$ cat src/design/p2hem_pkg.sv
// Shared constants and types for the pow2 half-exponent modular power block.
`timescale 1ns / 1ps

package p2hem_pkg;

    // Result width and the prime modulus
    localparam int RES_W = 30;
    localparam logic [RES_W-1:0] PRIME_MOD = 30'd1000000007;

    // Shared multiplier operand and product widths
    localparam int MUL_W  = 31;
    localparam int PROD_W = 2 * MUL_W;

    // Barrett reciprocal: floor(2^60 / PRIME_MOD)
    localparam logic [MUL_W-1:0] BARRETT_M = 31'd1152921496;

    // Request to the shared multiplier
    typedef struct packed {
        logic             en;
        logic [MUL_W-1:0] op_a;
        logic [MUL_W-1:0] op_b;
    } mul_req_t;

endpackage

$ cat src/design/p2hem_mul.sv
// Shared registered 31x31 multiplier used for squaring and Barrett reduction.
`timescale 1ns / 1ps

module p2hem_mul (
    input  logic                          aclk,
    input  p2hem_pkg::mul_req_t           req,
    output logic [p2hem_pkg::PROD_W-1:0]  prod
);
    import p2hem_pkg::*;

    logic [PROD_W-1:0] prod_reg;

    always_ff @(posedge aclk) begin
        if (req.en) begin
            prod_reg <= PROD_W'(req.op_a) * PROD_W'(req.op_b);
        end
    end

    assign prod = prod_reg;

endmodule

$ cat src/design/pow2_half_exponent_mod_prime.sv
// Top level: 2^(a/2) mod 1000000007 by left-to-right square-and-double.
// Usage:
//   Input channel (s_valid/s_ready/s_exponent_value) carries one integer a.
//   Only the low INPUT_BITS bits of a are used. Result channel
//   (m_valid/m_ready/m_power_result) returns one value per input: 0 when a is
//   odd, otherwise 2^(a/2) mod 1000000007.
// Operation:
//   The exponent h = a/2 is walked from its top bit down, one bit per pass
//   through a sequence of states that squares the accumulator and reduces
//   it on one shared 31x31 multiplier (square, Barrett quotient,
//   quotient*prime), then subtracts, corrects twice and doubles modulo the
//   prime when the bit is set. An even a makes one pass per bit of h
//   (INPUT_BITS-1 passes) before m_valid; an odd a skips the passes.
//   s_ready is high only while the sequencer is idle, so one item is in work
//   at a time: a new item is taken only once the last has left the sequencer.
// Reset and stalls:
//   aresetn (synchronous, active low) returns the sequencer to idle and
//   drops m_valid. A finished result sits in the output register until its
//   transfer; a new item may be taken meanwhile, and the block then holds
//   its next result, with s_ready low, until the output register frees up.
`timescale 1ns / 1ps

module pow2_half_exponent_mod_prime #(
    parameter int INPUT_BITS = 31
) (
    input  logic                          aclk,
    input  logic                          aresetn,

    input  logic                          s_valid,
    output logic                          s_ready,
    input  logic [INPUT_BITS-1:0]         s_exponent_value,

    output logic                          m_valid,
    input  logic                          m_ready,
    output logic [p2hem_pkg::RES_W-1:0]   m_power_result
);
    import p2hem_pkg::*;

    localparam int HALF_BITS = INPUT_BITS - 1;
    localparam int CNT_W     = (HALF_BITS > 1) ? $clog2(HALF_BITS) : 1;

    // Sequencer states, one-hot
    typedef enum logic [8:0] {
        ST_IDLE   = 9'b000000001,
        ST_MUL_SQ = 9'b000000010,  // acc * acc
        ST_MUL_Q  = 9'b000000100,  // (x >> 29) * M
        ST_MUL_QP = 9'b000001000,  // q * prime
        ST_SUB    = 9'b000010000,  // r = x - q*prime
        ST_FIX1   = 9'b000100000,  // first correction
        ST_FIX2   = 9'b001000000,  // second correction, write acc
        ST_DBL    = 9'b010000000,  // conditional doubling mod prime
        ST_FINISH = 9'b100000000   // hand result to output register
    } state_t;

    state_t state_reg, state_next;

    logic [HALF_BITS-1:0] half_reg;     // remaining exponent bits, MSB first
    logic [CNT_W-1:0]     cnt_reg;      // bits left after the current one
    logic [RES_W-1:0]     acc_reg;      // running power, always < prime
    logic                 odd_reg;
    logic [31:0]          xlow_reg;     // low word of the square
    logic [31:0]          r_reg;        // partially reduced square, < 3*prime

    logic                 m_valid_reg;
    logic [RES_W-1:0]     m_power_result_reg;

    mul_req_t             mul_req;
    logic [PROD_W-1:0]    prod;

    logic [31:0]          r_sub;
    logic                 r_ge;
    logic [RES_W:0]       dbl;
    logic [RES_W:0]       dbl_sub;
    logic                 dbl_ge;
    logic                 out_free;

    p2hem_mul u_mul (
        .aclk (aclk),
        .req  (mul_req),
        .prod (prod)
    );

    // Operand selection for the shared multiplier
    always_comb begin
        mul_req.en   = 1'b0;
        mul_req.op_a = {1'b0, acc_reg};
        mul_req.op_b = {1'b0, acc_reg};
        unique case (state_reg)
            ST_MUL_SQ: begin
                mul_req.en = 1'b1;
            end
            ST_MUL_Q: begin
                mul_req.en   = 1'b1;
                mul_req.op_a = prod[59:29];
                mul_req.op_b = BARRETT_M;
            end
            ST_MUL_QP: begin
                mul_req.en   = 1'b1;
                mul_req.op_a = prod[61:31];
                mul_req.op_b = {1'b0, PRIME_MOD};
            end
            default: begin
                mul_req.en = 1'b0;
            end
        endcase
    end

    // Correction and doubling arithmetic
    assign r_sub   = r_reg - {2'b00, PRIME_MOD};
    assign r_ge    = (r_reg >= {2'b00, PRIME_MOD});
    assign dbl     = {acc_reg, 1'b0};
    assign dbl_sub = dbl - {1'b0, PRIME_MOD};
    assign dbl_ge  = (dbl >= {1'b0, PRIME_MOD});

    assign out_free = !m_valid_reg || m_ready;

    always_comb begin
        state_next = state_reg;
        unique case (state_reg)
            ST_IDLE: begin
                if (s_valid) begin
                    state_next = s_exponent_value[0] ? ST_FINISH : ST_MUL_SQ;
                end
            end
            ST_MUL_SQ: state_next = ST_MUL_Q;
            ST_MUL_Q:  state_next = ST_MUL_QP;
            ST_MUL_QP: state_next = ST_SUB;
            ST_SUB:    state_next = ST_FIX1;
            ST_FIX1:   state_next = ST_FIX2;
            ST_FIX2:   state_next = ST_DBL;
            ST_DBL: begin
                state_next = (cnt_reg == '0) ? ST_FINISH : ST_MUL_SQ;
            end
            ST_FINISH: begin
                if (out_free) begin
                    state_next = ST_IDLE;
                end
            end
            default: state_next = ST_IDLE;
        endcase
    end

    // Control registers
    always_ff @(posedge aclk) begin
        if (!aresetn) begin
            state_reg   <= ST_IDLE;
            m_valid_reg <= 1'b0;
        end else begin
            state_reg <= state_next;
            if ((state_reg == ST_FINISH) && out_free) begin
                m_valid_reg <= 1'b1;
            end else if (m_ready) begin
                m_valid_reg <= 1'b0;
            end
        end
    end

    // Datapath registers
    always_ff @(posedge aclk) begin
        unique case (state_reg)
            ST_IDLE: begin
                if (s_valid) begin
                    half_reg <= s_exponent_value[INPUT_BITS-1:1];
                    cnt_reg  <= CNT_W'(HALF_BITS - 1);
                    acc_reg  <= RES_W'(1);
                    odd_reg  <= s_exponent_value[0];
                end
            end
            ST_MUL_Q: begin
                xlow_reg <= prod[31:0];
            end
            ST_SUB: begin
                r_reg <= xlow_reg - prod[31:0];
            end
            ST_FIX1: begin
                if (r_ge) begin
                    r_reg <= r_sub;
                end
            end
            ST_FIX2: begin
                acc_reg <= r_ge ? r_sub[RES_W-1:0] : r_reg[RES_W-1:0];
            end
            ST_DBL: begin
                if (half_reg[HALF_BITS-1]) begin
                    acc_reg <= dbl_ge ? dbl_sub[RES_W-1:0] : dbl[RES_W-1:0];
                end
                half_reg <= half_reg << 1;
                cnt_reg  <= cnt_reg - CNT_W'(1);
            end
            ST_FINISH: begin
                if (out_free) begin
                    m_power_result_reg <= odd_reg ? '0 : acc_reg;
                end
            end
            default: begin
            end
        endcase
    end

    assign s_ready        = (state_reg == ST_IDLE);
    assign m_valid        = m_valid_reg;
    assign m_power_result = m_power_result_reg;

endmodule
$ cat config.mk
export PLATFORM = sky130hd
export DESIGN_NAME = pow2_half_exponent_mod_prime
export DESIGN_NICKNAME = d
export VERILOG_FILES = /design/src/design/p2hem_pkg.sv /design/src/design/p2hem_mul.sv /design/src/design/pow2_half_exponent_mod_prime.sv
export SDC_FILE = /design/constraint.sdc
export NUM_CORES = 2
export LEC_CHECK = 0
export CAP_MARGIN = 20
export CORE_MARGIN = 3
export CORE_UTILIZATION = 35
export CTS_CLUSTER_DIAMETER = 50
export CTS_CLUSTER_SIZE = 10
export DETAILED_ROUTE_END_ITERATION = 7
export DONT_BUFFER_PORTS = 1
export PLACE_DENSITY = 0.53
export SYNTH_ARGS = -nofsm -noshare
export SYNTH_HDL_FRONTEND = slang
export SYNTH_HIERARCHICAL = 1
export SYNTH_SLANG_ARGS = --single-unit
export TNS_END_PERCENT = 10
$ cat constraint.sdc
create_clock -name aclk -period 11.4 [get_ports aclk]
set_input_delay 0.57 -clock aclk [delete_from_list [all_inputs] [get_ports aclk]]
set_output_delay 0.57 -clock aclk [all_outputs]
set_load 0.01 [all_outputs]
# Word level (Yosys, flattened, before mapping)

Index checks and enable logic that the tools add are counted.

Register bits: 232
Logic and storage cells: 65
Output and inout port bits: 32
Input bits: 35

Magnitude comparators: 2
Add/subtract/negate cells: 4
Muxes and demuxes: 20
Equal/unequal tests: 13
$mul: 1
Reduce and logical (&&, ||, !) cells: 15

Operators by type and width:

| kind                                                                     | number |
|---|---|
| 30-bit 2-to-1 mux                                                        | 5 |
| 62-bit one-hot mux with 2 select lines                                   | 1 |
| 30-bit one-hot mux with 3 select lines                                   | 1 |
| 9-bit one-hot mux with 9 select lines                                    | 1 |
| 32-bit one-hot mux with 2 select lines                                   | 1 |
| 31-bit by 31-bit multiplier with 62-bit output                           | 1 |
| 30-bit one-hot mux with 2 select lines                                   | 1 |
| 9-bit 2-to-1 mux                                                         | 4 |
| 32-bit by 30-bit >= comparator with 1-bit output (second input constant) | 1 |
| 32-bit 2-to-1 mux                                                        | 1 |
| 32-bit by 30-bit subtractor with 32-bit output (second input constant)   | 1 |
| 32-bit subtractor                                                        | 1 |
| 31-bit by 30-bit >= comparator with 1-bit output (second input constant) | 1 |
| 30-bit subtractor (second input constant)                                | 1 |
| 5-bit one-hot mux with 2 select lines                                    | 1 |
| 2-bit AND reduction                                                      | 5 |
| 9-bit by 1-bit equality test with 1-bit output (second input constant)   | 1 |
| 9-bit by 2-bit equality test with 1-bit output (second input constant)   | 1 |
| 9-bit by 3-bit equality test with 1-bit output (second input constant)   | 1 |
| 9-bit by 4-bit equality test with 1-bit output (second input constant)   | 1 |
| 9-bit by 5-bit equality test with 1-bit output (second input constant)   | 1 |
| 9-bit by 6-bit equality test with 1-bit output (second input constant)   | 1 |
| 9-bit by 7-bit equality test with 1-bit output (second input constant)   | 1 |
| 9-bit by 8-bit equality test with 1-bit output (second input constant)   | 1 |
| 13 further kinds                                                         | 20 |

# Depth between registers and ports, before layout

Depth in word-level cells: 4
Mapped depth: 36
Mapped depth without buffers: 32

# Modules after synthesis

The synthesis kept the hierarchy.

Modules (own cells, without submodules):

| module                       | times used | cells an instance | seq. area each (µm²) | area each (µm²) |
|---|---|---|---|---|
| p2hem_mul                    | 1          | 3512              | 1861.8               | 32995.4 |
| pow2_half_exponent_mod_prime | 1          | 1147              | 5004.8               | 10762.8 |

# Worst setup path after synthesis

OpenSTA, ideal clock, no wires.

Kind: reg2reg
From: register state_reg[6]
To: register u_mul.prod_reg[58], in the netlist u_mul/prod[58] (data pin)
Arrival time: 9.293 ns
Cell stages (with the launch flop): 32
Library setup time: 0.262 ns
Buffers on the path: 3
Data required time: 11.138 ns
Clock period less this slack: 9.555 ns
Slack: 1.845 ns
Path through: dfxtp_1 > nor3_1 > nand3_1 > or3b_2 > inv_1 > clkbuf_1 > a22oi_1 > nand2_1 > clkbuf_1 > nand2_1 > fa_1 > fa_1 > fa_1 > fa_1 > inv_1 > fa_1 > fa_1 > fa_1 > inv_1 > fa_1 > inv_1 > ha_1 > clkbuf_1 > a21oi_1 > o21a_1 > a21boi_1 > o211ai_1 > a221oi_1 > a21bo_2 > a31oi_1 > o21ai_1 > xor2_1

RTL lines:

| what                   | RTL line                            | text |
|---|---|---|
| start, declared        | pow2_half_exponent_mod_prime.sv:55  | `state_t state_reg, state_next;` |
| start signal, assigned | pow2_half_exponent_mod_prime.sv:149 | `state_reg <= state_next;` |
| end signal, assigned   | p2hem_mul.sv:15                     | `prod_reg <= PROD_W'(req.op_a) * PROD_W'(req.op_b);` |
| end, declared          | p2hem_mul.sv:11                     | `logic [PROD_W-1:0] prod_reg;` |

==> results.toml <==
[status]
status = "finished clean"

[clock_network]
path_clk_slew_ns = 0.06
post_cts_buffers = 0
ctsHoldBuffers = 0
cts_tree = "built"
cts_buffers = 31
clockBufferDepth = 3
ctsResizeCount = 0
clock_latency_ns = 0.57
cts_sinks = 232
cts_max_level = 1
root_buffer = "clkbuf_16"

[job]
drv_cap = 0

[global_route]
globalRouteMet1Util_pct = 27.6
grt_pass1_wl_um = 200000
grtUsageMet3_pct = 1.84
grt_max_degree = 65
grt-ovfl-total = 0
track_usage_pct = 19.7
grt_pass1_vias = 33600
antenna_found_initial = 2
use_met2_pct = 33.2
grt_busiest_layer = "met2"

[timing]
finClkSkew_ns = 0.0307
setup_violations = 0
slew_headroom_pct = 27.6
finalHoldViolCount = 0
worst_slack_ns = 0.769
final_max_slew_viol_count = 0
fin_crit_ns = 10.63
rsz0062_at_grt = "no"
tightest_slew_ns = 1.08
fin_crit_sh_pct = 93.3
setup_tns_ns = 0
fmax_mhz = 94.1

[setup_path]
path_class = "register to register"
path_delay_family = "adder cells"
max_stage_delay_ns = 0.80
critPathArrivalTime_ns = 11.01
worst_path_max_delay_cell = "or3b_2"
startpoint = "state_reg[6]"
crit_fanout = 42
cp.required_ns = 11.78
cp-start-kind = "register"
r2r-start = "state_reg[6]"
endpoint_kind = "register"
cp_common_cell = "fa_1"
path_buf_inv = 5

[logic_synthesis]
syn_avg_cell_area_sq_um = 9.39
syn-cell-area_sq_um = 43800
ys_async_sr_fraction_pct = 0
synth.top_cells.by_area = "fa_1, edfxtp_1, ha_1, and2_1, inv_1"
netlist.area_leader.share_pct = 38.3
ys_ff_latch = 232
synth_edf_count = 222
netlist_instances = 4659
syn-num-nets = 5821
synthTopCellsByCount = "inv_1, fa_1, nand2_1"
yosysTopAreaCell = "fa_1"
ys_seq_area_share_pct = 15.7
synth_flop_cell = "edfxtp_1"
synth_warnings = 6
synthMostInstantiatedCell = "inv_1"
synth_cell_types = 90

[detailed_routing]
via_per_inst = 5.03
drtIter0Drc = 2008
wirelength_um = 126000
dr.pass1.iters = 6
vias = 31000
wl_per_cell_um = 20.4
antenna_left = 0
drc_errors = 0

[floorplan]
coreArea_sq_um = 124000
die_y_um = 360
io_pins = 67
start_util_pct = 35.3
chipWidth_um = 360
num_rows = 129
dieArea_sq_um = 129000

[placement]
pre_cts_ws_ns = 0.937
place_congestion = 0.883
dpl.hpwl_um = 96700
place_area_sq_um = 45600
post-place-cells = 6125
io_buffer_count = 0

[finish]
syn_to_final_growth_pct = 6.20
largest_reg_flops = 62
fillCellCount = 12600
final_area_sq_um = 46500
layout-drive-gt1-share_pct = 4.32
fin_cells = 6176
nNetsFinal = 5684

[worst_hold_path]
min_from = "aresetn"
min_path_type = "input port to register"
## area by class of cell
class | count | area [sq um] | share of cell area (%)
clock inverters | 8 | 63.8 | 0.137
clock buffers | 40 | 810 | 1.74
diodes | 2 | 5.00 | 0.0108
multi-input cells | 3288 | 32600 | 70.1
inverters | 867 | 3250 | 7.00
well taps | 1637 | 2050 | 4.41
flip-flops and latches | 232 | 6870 | 14.8
repair buffers | 102 | 828 | 1.78
## final timing paths
check                        end  slack [ns]  cells after the start
hold reg to reg      xlow_reg[3]        0.46                      0
setup reg to reg  u_mul/prod[39]        0.77                     27
setup / recovery  u_mul/prod[39]        0.77                     27
hold / removal      state_reg[0]        0.09                      1
## layout by cell type, fill, tap and decap left out, types with 4 or more instances in the layout
master     count
a211oi_1      10
a21boi_0       5
a21o_1        43
a21oi_1      123
a221o_1        5
a22oi_1       26
a31oi_1       19
and2_1       527
and3_1        16
buf_4         97
clkbuf_1       9
clkbuf_16     31
dfxtp_1       10
edfxtp_1     222
fa_1         838
ha_1         289
inv_1        866
nand2_1      714
nand2_2        5
nand2b_1      14
nand3_1       31
nand3b_1       4
nand4_1       26
nor2_1        96
nor2b_1       37
nor3_1        22
nor3b_1        9
o211ai_1      11
o21a_1         9
o21ai_0       53
o21ai_1       19
o21ai_2       10
o21bai_1      21
o22ai_1       34
o31ai_1        8
or3_1         12
xnor2_1      101
xor2_1        67
## metrics by stage
stage          utilization, %  hold slack [ns]
2_1_floorplan               -            0.426
6_report                 37.5           0.0885
5_1_grt                  37.5           0.0631
4_1_cts                  37.5           0.0606
3_3_place_gp             36.7            0.438
3_5_place_dp             36.8            0.444
## logic make-up after synthesis
| kind of cell | Yosys count | share of synthesized area [%] |
|---|---|---|
| buffers and inverters | 1139 | 9.96 |
| AO/OA/AOI/OAI | 449 | 6.88 |
| XOR/XNOR | 168 | 3.36 |
| flip-flops | 232 | 15.7 |
| AND/OR/NAND/NOR | 1540 | 17.4 |
| adder cells (fa/ha/maj) | 1127 | 46.6 |
| multiplexers | 4 | 0.0944 |
## routing by layer
layer / vias up / share of wire, %
li1: 14000 / -
met1: 16200 / 45
met2: 732 / 48
met3: 126 / 4.4
met4: 0 / 2.4
met5: - / 0
Power is not shown: default switching activity piles up to over one toggle a cycle in this logic, so the estimate is an artifact.
